==> config.mk <==
export PLATFORM = sky130hd
export DESIGN_NAME = script_token_lexer_flat
export DESIGN_NICKNAME = d
export VERILOG_FILES = /design/src/rtl/stl_pkg.sv /design/src/rtl/stl_if.sv /design/src/rtl/stl_queue.sv /design/src/rtl/stl_lexer.sv /design/src/rtl/script_token_lexer.sv /design/src/flat_wrapper.sv
export SDC_FILE = /design/constraint.sdc
export NUM_CORES = 1
export LEC_CHECK = 0
export BUFFER_PORTS_ARGS = -buffer_cell sky130_fd_sc_hd__buf_2
export CAP_MARGIN = 0
export CORE_MARGIN = 2
export CORE_UTILIZATION = 30
export CTS_BUF_LIST = sky130_fd_sc_hd__clkbuf_2 sky130_fd_sc_hd__clkbuf_4 sky130_fd_sc_hd__clkbuf_8
export DETAILED_ROUTE_END_ITERATION = 12
export SKIP_CTS_REPAIR_TIMING = 1
export SLEW_MARGIN = 5
export SYNTH_ARGS = -nofsm -noshare
export SYNTH_HDL_FRONTEND = slang
export SYNTH_SLANG_ARGS = --single-unit
==> constraint.sdc <==
create_clock -name clk -period 12.3 [get_ports clk]
set_input_delay 0.615 -clock clk [delete_from_list [all_inputs] [get_ports clk]]
set_output_delay 0.615 -clock clk [all_outputs]
set_load 0.02 [all_outputs]
==> src/rtl/stl_pkg.sv <==
// Shared types and constants for the script token lexer.
// No dependencies.
`default_nettype none
package stl_pkg;
  localparam int PosBits = 16;
  localparam int KwLen = 8;
  localparam int MaxNest = 15;
  localparam int NestBits = 4;
  localparam int LenBits = 3;

  localparam logic [2:0] M_IDLE  = 3'd0;
  localparam logic [2:0] M_WORD  = 3'd1;
  localparam logic [2:0] M_NUM   = 3'd2;
  localparam logic [2:0] M_STR   = 3'd3;
  localparam logic [2:0] M_EQ    = 3'd4;
  localparam logic [2:0] M_SLASH = 3'd5;
  localparam logic [2:0] M_BLOCK = 3'd6;
  localparam logic [2:0] M_LINE  = 3'd7;

  localparam logic [4:0] K_END   = 5'd0;
  localparam logic [4:0] K_IDENT = 5'd1;
  localparam logic [4:0] K_INT   = 5'd2;
  localparam logic [4:0] K_STR   = 5'd3;
  localparam logic [4:0] K_SLASH = 5'd6;
  localparam logic [4:0] K_ASSIGN = 5'd18;
  localparam logic [4:0] K_EQEQ  = 5'd19;
  localparam logic [4:0] K_ERROR = 5'd31;

  typedef struct packed {
    logic [4:0]         kind;
    logic [PosBits-1:0] start;
    logic [PosBits-1:0] len;
    logic [PosBits-1:0] line;
    logic [PosBits-1:0] col;
    logic               last;
  } token_t;

  typedef struct packed {
    logic [7:0] b;
    logic       eos;
  } item_t;

  function automatic logic [PosBits-1:0] sat_inc(input logic [PosBits-1:0] v);
    sat_inc = (v == {PosBits{1'b1}}) ? v : v + 1'b1;
  endfunction

  function automatic logic is_alpha(input logic [7:0] b);
    logic [7:0] l;
    l = b | 8'h20;
    is_alpha = (l >= "a") && (l <= "z");
  endfunction

  function automatic logic is_digit(input logic [7:0] b);
    is_digit = (b >= "0") && (b <= "9");
  endfunction

  function automatic logic [4:0] punct_code(input logic [7:0] b);
    case (b)
      "+": punct_code = 5'd4;
      "-": punct_code = 5'd5;
      "*": punct_code = 5'd7;
      ":": punct_code = 5'd8;
      ";": punct_code = 5'd9;
      "(": punct_code = 5'd10;
      ")": punct_code = 5'd11;
      "[": punct_code = 5'd12;
      "]": punct_code = 5'd13;
      "{": punct_code = 5'd14;
      "}": punct_code = 5'd15;
      ".": punct_code = 5'd16;
      ",": punct_code = 5'd17;
      "<": punct_code = 5'd20;
      default: punct_code = K_ERROR;
    endcase
  endfunction

  function automatic logic [4:0] word_kind(input logic [KwLen*8-1:0] w,
                                           input logic [PosBits-1:0] n);
    word_kind = K_IDENT;
    case (n)
      16'd2: if (w[15:0] == "fi") word_kind = 5'd22;
      16'd3: if (w[23:0] == "rav") word_kind = 5'd21;
      16'd4: begin
        if (w[31:0] == "cnuf") word_kind = 5'd23;
        else if (w[31:0] == "eurt") word_kind = 5'd25;
      end
      16'd5: begin
        if (w[39:0] == "eslaf") word_kind = 5'd26;
        else if (w[39:0] == "ssalc") word_kind = 5'd27;
        else if (w[39:0] == "elihw") word_kind = 5'd28;
        else if (w[39:0] == "kaerb") word_kind = 5'd29;
      end
      16'd6: if (w[47:0] == "nruter") word_kind = 5'd24;
      16'd8: if (w[63:0] == "eunitnoc") word_kind = 5'd30;
      default: word_kind = K_IDENT;
    endcase
  endfunction
endpackage
`default_nettype wire

==> src/rtl/stl_if.sv <==
// Valid/ready channels: stl_in_if carries a byte and end marker, stl_out_if carries token fields.
// No dependencies.
`default_nettype none
interface stl_in_if;
  logic       valid;
  logic       ready;
  logic [7:0] char_byte;
  logic       end_marker;
  modport source(output valid, char_byte, end_marker, input ready);
  modport sink(input valid, char_byte, end_marker, output ready);
endinterface

interface stl_out_if;
  logic        valid;
  logic        ready;
  logic [4:0]  token_kind;
  logic [15:0] start_offset;
  logic [15:0] token_length;
  logic [15:0] line_number;
  logic [15:0] column_number;
  logic        last_of_run;
  modport source(output valid, token_kind, start_offset, token_length, line_number,
                 column_number, last_of_run, input ready);
  modport sink(input valid, token_kind, start_offset, token_length, line_number,
               column_number, last_of_run, output ready);
endinterface
`default_nettype wire

==> src/rtl/stl_queue.sv <==
// Two-entry item queue between front and back parts.
// Depends on stl_pkg.
`default_nettype none
module stl_queue (
  input  wire logic          clk,
  input  wire logic          rst,
  input  wire logic          in_valid,
  output logic               in_ready,
  input  wire stl_pkg::item_t in_item,
  output logic               out_valid,
  input  wire logic          out_ready,
  output stl_pkg::item_t     out_item
);
  stl_pkg::item_t mem [2];
  logic       wp, rp;
  logic [1:0] count;
  logic       push, pop;

  assign in_ready  = (count != 2'd2);
  assign out_valid = (count != 2'd0);
  assign out_item  = mem[rp];
  assign push = in_valid && in_ready;
  assign pop  = out_valid && out_ready;

  always_ff @(posedge clk) begin
    if (push) mem[wp] <= in_item;
    if (rst) begin
      wp <= 1'b0;
      rp <= 1'b0;
      count <= 2'd0;
    end else begin
      if (push) wp <= ~wp;
      if (pop) rp <= ~rp;
      count <= count + {1'b0, push} - {1'b0, pop};
    end
  end
endmodule
`default_nettype wire

==> src/rtl/stl_lexer.sv <==
// Back part: lexer state machine, emits up to two tokens per item via a two-slot output.
// Depends on stl_pkg.
`default_nettype none
module stl_lexer (
  input  wire logic           clk,
  input  wire logic           rst,
  input  wire logic           in_valid,
  output logic                in_ready,
  input  wire stl_pkg::item_t in_item,
  output logic                out_valid,
  input  wire logic           out_ready,
  output stl_pkg::token_t     out_tok
);
  localparam int PB = stl_pkg::PosBits;
  localparam logic [PB-1:0] One = PB'(1);

  logic [2:0]     mode, mode_next;
  logic [7:0]     prev, prev_next;
  logic [stl_pkg::NestBits-1:0] nest, nest_next;
  logic [PB-1:0]  pos, pstart, plen, pline, pcol, lcnt, ccnt;
  logic [PB-1:0]  pstart_next, plen_next, pline_next, pcol_next;
  logic [7:0]     wbuf [stl_pkg::KwLen];
  logic [stl_pkg::KwLen*8-1:0] wflat;
  logic           wwr;
  logic [stl_pkg::LenBits-1:0] widx;

  // output slots: slot0 is shown, slot1 holds a second token
  stl_pkg::token_t slot0, slot1;
  logic v0, v1;

  stl_pkg::token_t t0, t1;
  logic e0, e1;
  logic [7:0] b;
  logic take;

  always_comb begin
    for (int i = 0; i < stl_pkg::KwLen; i++) wflat[i*8 +: 8] = wbuf[i];
  end

  assign out_valid = v0;
  assign out_tok = slot0;
  // accept when both slots will be free after this cycle
  assign in_ready = !v1 && (!v0 || out_ready);
  assign take = in_valid && in_ready;
  assign b = in_item.b;

  always_comb begin
    logic [4:0] pk;
    logic idle_go;
    logic [2:0] om;
    mode_next = mode;
    prev_next = prev;
    nest_next = nest;
    pstart_next = pstart;
    plen_next = plen;
    pline_next = pline;
    pcol_next = pcol;
    wwr = 1'b0;
    widx = '0;
    e0 = 1'b0;
    e1 = 1'b0;
    t0 = '0;
    t1 = '0;
    idle_go = 1'b0;
    om = stl_pkg::M_IDLE;
    pk = stl_pkg::K_IDENT;
    case (mode)
      stl_pkg::M_WORD: pk = stl_pkg::word_kind(wflat, plen);
      stl_pkg::M_NUM: pk = stl_pkg::K_INT;
      stl_pkg::M_STR: pk = stl_pkg::K_STR;
      stl_pkg::M_EQ: pk = stl_pkg::K_ASSIGN;
      stl_pkg::M_SLASH: pk = stl_pkg::K_SLASH;
      default: pk = stl_pkg::K_IDENT;
    endcase
    t0 = '{pk, pstart, plen, pline, pcol, 1'b0};
    if (in_item.eos) begin
      e0 = (mode != stl_pkg::M_IDLE) && (mode != stl_pkg::M_BLOCK)
           && (mode != stl_pkg::M_LINE);
      t1 = '{stl_pkg::K_END, pos, '0, lcnt, ccnt, 1'b0};
      e1 = 1'b1;
    end else begin
      case (mode)
        stl_pkg::M_WORD: begin
          if (stl_pkg::is_alpha(b) || stl_pkg::is_digit(b) || b == "_") begin
            if (plen < PB'(stl_pkg::KwLen)) begin
              wwr = 1'b1;
              widx = plen[stl_pkg::LenBits-1:0];
            end
            plen_next = stl_pkg::sat_inc(plen);
          end else begin
            e0 = 1'b1;
            idle_go = 1'b1;
          end
        end
        stl_pkg::M_NUM: begin
          if (stl_pkg::is_digit(b)) plen_next = stl_pkg::sat_inc(plen);
          else begin
            e0 = 1'b1;
            idle_go = 1'b1;
          end
        end
        stl_pkg::M_STR: begin
          plen_next = stl_pkg::sat_inc(plen);
          t0.len = plen_next;
          if (b == "\"" && prev != "\\") begin
            e0 = 1'b1;
            mode_next = stl_pkg::M_IDLE;
            prev_next = '0;
          end else if (b == "\\" && prev == "\\") prev_next = '0;
          else prev_next = b;
        end
        stl_pkg::M_EQ: begin
          if (b == "=") begin
            plen_next = PB'(2);
            t0.kind = stl_pkg::K_EQEQ;
            t0.len = PB'(2);
            e0 = 1'b1;
            mode_next = stl_pkg::M_IDLE;
          end else begin
            e0 = 1'b1;
            idle_go = 1'b1;
          end
        end
        stl_pkg::M_SLASH: begin
          if (b == "*") begin
            mode_next = stl_pkg::M_BLOCK;
            nest_next = stl_pkg::NestBits'(1);
            prev_next = '0;
          end else if (b == "/") mode_next = stl_pkg::M_LINE;
          else begin
            e0 = 1'b1;
            idle_go = 1'b1;
          end
        end
        stl_pkg::M_BLOCK: begin
          if (prev == "/" && b == "*") begin
            if (nest < stl_pkg::NestBits'(stl_pkg::MaxNest)) nest_next = nest + 1'b1;
            prev_next = '0;
          end else if (prev == "*" && b == "/") begin
            if (nest != '0) nest_next = nest - 1'b1;
            if (nest <= stl_pkg::NestBits'(1)) mode_next = stl_pkg::M_IDLE;
            prev_next = '0;
          end else prev_next = b;
        end
        stl_pkg::M_LINE: if (b == "\n") mode_next = stl_pkg::M_IDLE;
        default: idle_go = 1'b1;
      endcase
      if (idle_go) begin
        mode_next = stl_pkg::M_IDLE;
        om = stl_pkg::M_IDLE;
        if (b == "\n" || b == " " || b == "\t") om = stl_pkg::M_IDLE;
        else if (stl_pkg::is_alpha(b) || b == "_") begin
          om = stl_pkg::M_WORD;
          wwr = 1'b1;
          widx = '0;
        end else if (stl_pkg::is_digit(b)) om = stl_pkg::M_NUM;
        else if (b == "\"") begin
          om = stl_pkg::M_STR;
          prev_next = '0;
        end else if (b == "=") om = stl_pkg::M_EQ;
        else if (b == "/") om = stl_pkg::M_SLASH;
        else begin
          e1 = 1'b1;
          t1 = '{stl_pkg::punct_code(b), pos, One, lcnt, ccnt, 1'b0};
        end
        if (om != stl_pkg::M_IDLE) begin
          mode_next = om;
          pstart_next = pos;
          plen_next = One;
          pline_next = lcnt;
          pcol_next = ccnt;
        end
      end
    end
    if (e1) t1.last = 1'b1;
    else t0.last = 1'b1;
  end

  always_ff @(posedge clk) begin
    if (take && wwr) wbuf[widx] <= b;
    if (rst) begin
      v0 <= 1'b0;
      v1 <= 1'b0;
      mode <= stl_pkg::M_IDLE;
      prev <= '0;
      nest <= '0;
      pos <= '0;
      pstart <= '0;
      plen <= '0;
      pline <= One;
      pcol <= One;
      lcnt <= One;
      ccnt <= One;
    end else begin
      if (take) begin
        if (e0) begin
          slot0 <= t0;
          v0 <= 1'b1;
          slot1 <= t1;
          v1 <= e1;
        end else if (e1) begin
          slot0 <= t1;
          v0 <= 1'b1;
        end else if (v0 && out_ready) v0 <= 1'b0;
        if (in_item.eos) begin
          mode <= stl_pkg::M_IDLE;
          prev <= '0;
          nest <= '0;
          pos <= '0;
          pstart <= '0;
          plen <= '0;
          pline <= One;
          pcol <= One;
          lcnt <= One;
          ccnt <= One;
        end else begin
          mode <= mode_next;
          prev <= prev_next;
          nest <= nest_next;
          pstart <= pstart_next;
          plen <= plen_next;
          pline <= pline_next;
          pcol <= pcol_next;
          pos <= stl_pkg::sat_inc(pos);
          if (b == "\n") begin
            lcnt <= stl_pkg::sat_inc(lcnt);
            ccnt <= One;
          end else ccnt <= stl_pkg::sat_inc(ccnt);
        end
      end else if (v0 && out_ready) begin
        if (v1) begin
          slot0 <= slot1;
          v1 <= 1'b0;
        end else v0 <= 1'b0;
      end
    end
  end
endmodule
`default_nettype wire

==> src/rtl/script_token_lexer.sv <==
// Script token lexer top level: input queue feeding the lexer core.
// An accepted byte is registered in the queue, then its tokens in the lexer output slots.
// Throughput: one byte per cycle if token_out is ready; input waits while slot1 is full.
// Reset (rst, synchronous): queue emptied, lexer state to idle, line and column to 1.
// Depends on stl_pkg, stl_if, stl_queue, stl_lexer.
`default_nettype none
module script_token_lexer (
  input wire logic     clk,
  input wire logic     rst,
  stl_in_if.sink       char_in,
  stl_out_if.source    token_out
);
  stl_pkg::item_t  qi, qo;
  logic            qv, qr;
  stl_pkg::token_t tok;

  assign qi = '{char_in.char_byte, char_in.end_marker};

  stl_queue u_queue (
    .clk(clk), .rst(rst),
    .in_valid(char_in.valid), .in_ready(char_in.ready), .in_item(qi),
    .out_valid(qv), .out_ready(qr), .out_item(qo)
  );

  stl_lexer u_lexer (
    .clk(clk), .rst(rst),
    .in_valid(qv), .in_ready(qr), .in_item(qo),
    .out_valid(token_out.valid), .out_ready(token_out.ready), .out_tok(tok)
  );

  assign token_out.token_kind    = tok.kind;
  assign token_out.start_offset  = tok.start;
  assign token_out.token_length  = tok.len;
  assign token_out.line_number   = tok.line;
  assign token_out.column_number = tok.col;
  assign token_out.last_of_run   = tok.last;
endmodule
`default_nettype wire
==> src/flat_wrapper.sv <==
// flat-port wrapper written by rule: the top's interface ports become plain ports
module script_token_lexer_flat 
  (clk, rst, char_in_valid, char_in_char_byte, char_in_end_marker, char_in_ready, token_out_valid, token_out_token_kind, token_out_start_offset, token_out_token_length, token_out_line_number, token_out_column_number, token_out_last_of_run, token_out_ready);
  stl_in_if char_in_i ();
  stl_out_if token_out_i ();
  input wire logic clk;
  input wire logic rst;
  input wire logic [$bits(char_in_i.valid)-1:0] char_in_valid;
  input wire logic [$bits(char_in_i.char_byte)-1:0] char_in_char_byte;
  input wire logic [$bits(char_in_i.end_marker)-1:0] char_in_end_marker;
  output wire logic [$bits(char_in_i.ready)-1:0] char_in_ready;
  output wire logic [$bits(token_out_i.valid)-1:0] token_out_valid;
  output wire logic [$bits(token_out_i.token_kind)-1:0] token_out_token_kind;
  output wire logic [$bits(token_out_i.start_offset)-1:0] token_out_start_offset;
  output wire logic [$bits(token_out_i.token_length)-1:0] token_out_token_length;
  output wire logic [$bits(token_out_i.line_number)-1:0] token_out_line_number;
  output wire logic [$bits(token_out_i.column_number)-1:0] token_out_column_number;
  output wire logic [$bits(token_out_i.last_of_run)-1:0] token_out_last_of_run;
  input wire logic [$bits(token_out_i.ready)-1:0] token_out_ready;
  assign char_in_i.valid = char_in_valid;
  assign char_in_i.char_byte = char_in_char_byte;
  assign char_in_i.end_marker = char_in_end_marker;
  assign char_in_ready = char_in_i.ready;
  assign token_out_valid = token_out_i.valid;
  assign token_out_token_kind = token_out_i.token_kind;
  assign token_out_start_offset = token_out_i.start_offset;
  assign token_out_token_length = token_out_i.token_length;
  assign token_out_line_number = token_out_i.line_number;
  assign token_out_column_number = token_out_i.column_number;
  assign token_out_last_of_run = token_out_i.last_of_run;
  assign token_out_i.ready = token_out_ready;
  script_token_lexer u_core (.clk(clk), .rst(rst), .char_in(char_in_i), .token_out(token_out_i));
endmodule
* Yosys cells after proc, flatten, opt, wreduce, memory -nomap -nowiden
Memories as Yosys holds them, arrays and structs flattened. A register that Yosys moved wholly into a read port is not among the register bits.
Cells that the tools add are included.
** Cells by class
- Add/subtract/negate cells :: 8
- Order comparisons :: 7
- Equal/unequal tests :: 73
- Muxes and demuxes :: 142
- Bitwise gates (word level) :: 3
- Reduce and logical (&&, ||, !) cells :: 44
** Operator list (count)
- $mux 70 :: 13
- $mux 16 :: 25
- $eq 40x39->1 const B :: 4
- $eq 8x6->1 const B :: 16
- $mux 8 :: 11
- $mux 3 :: 26
- $pmux 5 s14 :: 1
- $mux 5 :: 13
- $add 16x1->16 const B :: 4
- $eq 16x16->1 const B :: 4
- $eq 32x31->1 const B :: 2
- $eq 64x63->1 const B :: 1
- $pmux 16 s4 :: 1
- $eq 8x7->1 const B :: 7
- $eq 16x3->1 const B :: 3
- $eq 48x47->1 const B :: 1
- $mux 1 :: 38
- $ne 4x3->1 const B :: 9
- $eq 16x2->1 const B :: 2
- $pmux 16 s2 :: 1
- $pmux 5 s6 :: 1
- $pmux 5 s5 :: 1
- $eq 24x23->1 const B :: 1
- $mux 4 :: 6
- 41 further kinds :: 86
** Word-level totals
- Flip-flop bits (word level) :: 273
- RAM bits :: 82
- Input bits :: 13
- Output and inout bits :: 72
- Memories kept :: 2
** Memories
- u_core.u_lexer.wbuf :: depth 8, bits a word 8, read ports 8, clocked after memory_dff 0, wr ports 1, RTL line stl_lexer.sv:22 : logic [7:0] wbuf [stl_pkg::KwLen];
- u_core.u_queue.mem :: depth 2, bits a word 9, read ports 1, clocked after memory_dff 1, wr ports 1, RTL line stl_queue.sv:14 : stl_pkg::item_t mem [2];

* Longest topological paths before layout
- Word-level depth :: 14
- Gate-level depth with buffers :: 14

* Hierarchy
A second synthesis with hierarchy kept.
** Unflattened totals
- Cell total of the unflattened synthesis :: 1527
- Area, all modules :: 15865.2 um^2
** Modules (own cells, without submodules)
- stl_lexer :: times used 1, cells an instance 1475, area each 14980.6 um^2
- stl_queue :: times used 1, cells an instance 52, area each 884.6 um^2

* Worst setup path before layout
OpenSTA, ideal clock, no wires.
- Kind :: flip-flop to flip-flop
- Start :: register (tool-made name)
- End :: register u_core.u_lexer.slot0, in the netlist u_core.u_lexer.out_tok[0] (enable)
- Library setup time :: 0.521 ns
- Arrival :: 5.944 ns
- Data required time :: 11.779 ns
- Path slack :: 5.835 ns
- Stages on the path, launching flop included :: 15
- Period minus slack after synthesis :: 6.465 ns
- Cells stage by stage :: dfxtp_1 -> buf_6 -> buf_2 -> buf_4 -> nor4_1 -> a31oi_1 -> o21ai_1 -> a22oi_2 -> nor3_2 -> o41a_1 -> inv_2 -> buf_2 -> ha_1 -> nand2b_1 -> a21oi_1
** RTL lines
- end signal: assignment :: RTL line stl_lexer.sv:197 : slot0 <= t0;
- end signal: assignment :: RTL line stl_lexer.sv:202 : slot0 <= t1;
- end signal: assignment :: RTL line stl_lexer.sv:232 : slot0 <= slot1;
- end: declaration :: RTL line stl_lexer.sv:28 : stl_pkg::token_t slot0, slot1;

==> impl_results.html <==
<table>
<tr><th>Metric</th><th>Value</th></tr>
<tr><th colspan="2">Critical path</th></tr>
<tr><td>Cell with the largest stage delay on the worst path</td><td>sky130_fd_sc_hd__buf_4</td></tr>
<tr><td>Worst path cell trace</td><td>buf_4 &gt; nor4bb_1 &gt; a31oi_1 &gt; o21ai_0 &gt; a22oi_2 &gt; nor3_2 &gt; o41a_2 &gt; buf_4 &gt; inv_2 &gt; buf_4 &gt; ha_1 &gt; nand2b_1 &gt; a21oi_4 &gt; buf_4</td></tr>
<tr><td>CP bufs+invs</td><td>5</td></tr>
<tr><td>Worst EP arrival</td><td>5.36 ns</td></tr>
<tr><td>Endpoint class of the critical path</td><td>flop</td></tr>
<tr><td>Cell occurring most often along the worst timing path</td><td>sky130_fd_sc_hd__buf_4</td></tr>
<tr><td>Required time at the endpoint of the critical path</td><td>12.57 ns</td></tr>
<tr><td>Crit-path leading delay family</td><td>buffers and inverters</td></tr>
<tr><td>Type of element launching the critical path</td><td>flop</td></tr>
<tr><td>Critical path class</td><td>flop to flop</td></tr>
<tr><td>Largest fanout of any net on the critical path</td><td>70</td></tr>
<tr><td>Slowest Stage Delay on Critical Path</td><td>0.74 ns</td></tr>
<tr><th colspan="2">GRT</th></tr>
<tr><td>First-pass GRT wire length</td><td>70500 um</td></tr>
<tr><td>Initial antenna violation count</td><td>2</td></tr>
<tr><td>GRT overflow</td><td>0</td></tr>
<tr><td>Total GRT Usage</td><td>0.158</td></tr>
<tr><td>Pin count of the biggest net entering global routing</td><td>95</td></tr>
<tr><td>Vias in the first global route</td><td>12300</td></tr>
<tr><th colspan="2">Layout</th></tr>
<tr><td>Ratio of cells with drive above 1 in the final layout</td><td>0.137</td></tr>
<tr><td>Top library cells by usage in the layout, fill and taps aside</td><td>sky130_fd_sc_hd__edfxtp_1, sky130_fd_sc_hd__nor2_1, sky130_fd_sc_hd__a21oi_1</td></tr>
<tr><td>Multi-input gate area in the final layout</td><td>0.00672 mm2</td></tr>
<tr><td>Total Nets Final</td><td>1681</td></tr>
<tr><td>Layout overhead on the synthesized area</td><td>13.3%</td></tr>
<tr><td>Most frequent standard cell in the layout excluding fill and tap cells</td><td>sky130_fd_sc_hd__edfxtp_1</td></tr>
<tr><td>Area taken by flip-flops and latches</td><td>0.00890 mm2</td></tr>
<tr><td>Count of fill cells added during filler insertion</td><td>5449</td></tr>
<tr><th colspan="2">Detailed routing</th></tr>
<tr><td>Average wire length per cell after detail routing</td><td>18.7 um</td></tr>
<tr><td># DRC</td><td>0</td></tr>
<tr><td>Initial DRT Pass Iterations</td><td>5</td></tr>
<tr><td>Total Routed Length</td><td>44900 um</td></tr>
<tr><td>Post-DR vias/cell</td><td>5.31</td></tr>
<tr><td>Remaining antenna violation count</td><td>0</td></tr>
<tr><td>Violation count after the first detailed-route iteration</td><td>1142</td></tr>
<tr><td>Number of vias in the routed layout</td><td>12700</td></tr>
<tr><th colspan="2">Logic synthesis</th></tr>
<tr><td>Distinct cell type count of the synthesized netlist</td><td>94</td></tr>
<tr><td>Share of synthesized flip-flops with an asynchronous set or reset</td><td>0</td></tr>
<tr><td>Per-instance average area after synthesis</td><td>10.2 um2</td></tr>
<tr><td>Cell type contributing the most total cell area after synthesis</td><td>sky130_fd_sc_hd__edfxtp_1</td></tr>
<tr><td>Syn_nets</td><td>1613</td></tr>
<tr><td>Fraction of the yosys area taken by sequential cells</td><td>0.549</td></tr>
<tr><td>Post-synth top area share</td><td>0.383</td></tr>
<tr><td>Number of instances in the synthesized netlist</td><td>1584</td></tr>
<tr><td>Netlist Area Pre-Place</td><td>0.0162 mm2</td></tr>
<tr><td>Commonest register cell after synthesis</td><td>sky130_fd_sc_hd__edfxtp_1</td></tr>
<tr><td>Number of warning messages in the yosys log</td><td>0</td></tr>
<tr><td>Count of flip-flops with a built-in enable after synthesis</td><td>207</td></tr>
<tr><td>Yosys reg bits</td><td>341</td></tr>
<tr><td>Cell types occupying the most area after synthesis</td><td>sky130_fd_sc_hd__edfxtp_1, sky130_fd_sc_hd__dfxtp_1, sky130_fd_sc_hd__a21oi_1</td></tr>
<tr><th colspan="2">Clocking</th></tr>
<tr><td>Max Buffers Root-to-Sink</td><td>3</td></tr>
<tr><td>Worst skew pair latency</td><td>0.66 ns</td></tr>
<tr><td>Number of buffers created by CTS</td><td>55</td></tr>
<tr><td>Clock tree from TritonCTS</td><td>built</td></tr>
<tr><td>Clk slew on worst S/H paths</td><td>0.06 ns</td></tr>
<tr><td>CTS H-tree depth</td><td>2</td></tr>
<tr><td>Sinks on Clock Net</td><td>341</td></tr>
<tr><td>CTS root buffer</td><td>sky130_fd_sc_hd__clkbuf_8</td></tr>
<tr><th colspan="2">STA</th></tr>
<tr><td>Setup repair after global routing missed its margin</td><td>no</td></tr>
<tr><td>Final setup violating endpoints</td><td>0</td></tr>
<tr><td>Final Hold Vio Count</td><td>0</td></tr>
<tr><td>Fin Hold WS</td><td>0.149 ns</td></tr>
<tr><td>Post-route clock period utilization</td><td>0.414</td></tr>
<tr><td>Total negative slack for setup checks</td><td>0 ns</td></tr>
<tr><td>Post-Route Skew</td><td>0.0271 ns</td></tr>
<tr><td>Worst relative slew slack</td><td>0.243</td></tr>
<tr><td>Final worst path period need</td><td>5.09 ns</td></tr>
<tr><td>Fmax</td><td>0.196 GHz</td></tr>
<tr><td>Worst-margin pin slew</td><td>1.14 ns</td></tr>
<tr><td>Final-report max-slew violation count</td><td>0</td></tr>
<tr><th colspan="2">Place</th></tr>
<tr><td>Count of buffers inserted at the top-level ports</td><td>84</td></tr>
<tr><td>Placer's final routability congestion estimate</td><td>0.891</td></tr>
<tr><td>Detailed placement HPWL</td><td>29100 um</td></tr>
<tr><th colspan="2">Power and ir drop</th></tr>
<tr><td>Leak</td><td>6.22 nW</td></tr>
<tr><td>Power Dens Cells</td><td>190 mW/mm2</td></tr>
<tr><td>Max rail drop VDD</td><td>0.000117 V</td></tr>
<tr><th colspan="2">Status</th></tr>
<tr><td>Status</td><td>complete, no violations</td></tr>
<tr><th colspan="2">Worst hold path</th></tr>
<tr><td>Hold Path Class</td><td>primary input to flop</td></tr>
<tr><th colspan="2">Floorplanning</th></tr>
<tr><td>Number of ports placed on the die boundary</td><td>85</td></tr>
<tr><td>Number of cell rows</td><td>85</td></tr>
<tr><td>Chip Height</td><td>236 um</td></tr>
<tr><td>Die Area</td><td>0.0559 mm2</td></tr>
<tr><td>Initial Utilization</td><td>0.302</td></tr>
<tr><td>Core footprint</td><td>0.0536 mm2</td></tr>
<tr><td>Die boundary width</td><td>236 um</td></tr>
<tr><th colspan="2">Flow run</th></tr>
<tr><td>Number of violations of the max-capacitance limit</td><td>0</td></tr>
</table>
==> state kept, by name, indices dropped and copies added, names as in the netlist, 2 cells and up, named ones only <==
signal and flops:
u_core.u_lexer.pstart 16, u_core.u_lexer.pcol 16, u_core.u_queue.count 2, u_core.u_lexer.pos 16, u_core.u_lexer.plen 16, u_core.u_lexer.nest 4
u_core.u_lexer.lcnt 16, u_core.u_lexer.ccnt 16, u_core.u_lexer.wbuf 64, u_core.u_lexer.pline 16, u_core.u_lexer.slot1 55, u_core.u_lexer.prev 8
u_core.u_lexer.mode 3, u_core.u_lexer.out_tok 70, u_core.u_queue.mem 18
==> cell type report <==
class                           instances  area share
Sequential cell                       341       0.484
Multi-Input combinational cell       1114       0.366
Clock buffer                           71      0.0488
Tap cell                              696      0.0474
Timing Repair Buffer                  105      0.0315
Clock inverter                         31      0.0147
Inverter                               35     0.00715
Antenna cell                            1    0.000136
==> routing by layer <==
layer | global-route usage | wire length, um | vias to the layer above
li1 | - | - | 6048
met1 | 0.216 | 20800 | 6210
met2 | 0.249 | 20500 | 372
met3 | 0.0316 | 2520 | 77
met4 | 0.0547 | 1100 | 2
met5 | 0 | 13 | -
==> worst reg2reg max path: stages, from the launching register on <==
cell,delay [ns]
sky130_fd_sc_hd__dfxtp_1,0.30
sky130_fd_sc_hd__buf_4,0.23
sky130_fd_sc_hd__nor4bb_1,0.41
sky130_fd_sc_hd__a31oi_1,0.11
sky130_fd_sc_hd__o21ai_0,0.29
sky130_fd_sc_hd__a22oi_2,0.18
sky130_fd_sc_hd__nor3_2,0.53
sky130_fd_sc_hd__o41a_2,0.24
sky130_fd_sc_hd__buf_4,0.60
sky130_fd_sc_hd__inv_2,0.06
sky130_fd_sc_hd__buf_4,0.35
sky130_fd_sc_hd__ha_1,0.30
sky130_fd_sc_hd__nand2b_1,0.18
sky130_fd_sc_hd__a21oi_4,0.14
sky130_fd_sc_hd__buf_4,0.74
==> synth_stat cells, drive strengths merged (4+ instances only) <==
cell type	n
nand3	94
nand4b	5
nor4	22
a211o	4
a21oi	170
buf	43
nand2	103
nand4	30
mux2	6
a22oi	12
xor2	23
nand2b	11
and3	18
a22o	47
and4	7
o31ai	6
inv	34
clkbuf	51
ha	16
a32oi	5
nor4bb	13
a21o	10
edfxtp	207
or4	8
or2	4
nor2b	15
mux2i	10
dfxtp	134
nand3b	8
o21ai	51
a2111oi	4
and2	55
nor2	180
xnor2	18
and4b	5
nor3	40
or3b	5
nor4b	5
o32ai	9
or3	14
nor3b	10
a31oi	15
o21a	5
==> kinds of logic (layout without fill, tap and decap cells) <==
group	count (synthesis)	count (layout)	share of synthesized area
AOI/OAI and AO/OA	382	382	0.154
adders and majority gates	16	16	0.0123
other	0	1	0
DFF	341	341	0.549
buffers and inverters	129	242	0.0379
xor gates and xnor gates	41	41	0.0222
muxes	16	16	0.0106
and+or+nand+nor	659	659	0.214
==> through the flow <==
step           setup WS, ns  cells  total power, mW  instance area [um2]  utilization
2_1_floorplan          5.84   1584             2.16                16200            -
3_3_place_gp           7.31   2291             2.47                17200        0.321
3_5_place_dp           7.27   2291             2.48                17200        0.321
4_1_cts                7.22   2393             3.54                18400        0.343
5_1_grt                6.79   2394             3.68                18400        0.343
6_report               7.21   2394             3.49                18400        0.343
==> power by group <==
part / switching (mW) / total [mW] / internal (mW) / leakage [nW]
registers: 0.0608 / 1.44 / 1.38 / 3.04
clock network: 0.475 / 1.04 / 0.566 / 0.603
logic: 0.742 / 1.01 / 0.269 / 2.57
==> worst paths after layout <==
kind                                               from                   endpoint  slack, ns  cells after the start
worst min register to register  u_core.u_lexer.pline[0]    u_core.u_lexer.pline[0]       0.47                      1
worst max register to register                     flop  u_core.u_lexer.out_tok[8]       7.21                     14
worst min-delay path               char_in_char_byte[0]   u_core.u_queue.mem[0][1]       0.15                      1
worst max-delay path                               flop  u_core.u_lexer.out_tok[8]       7.21                     14
Power figures use the tool's default switching activity.
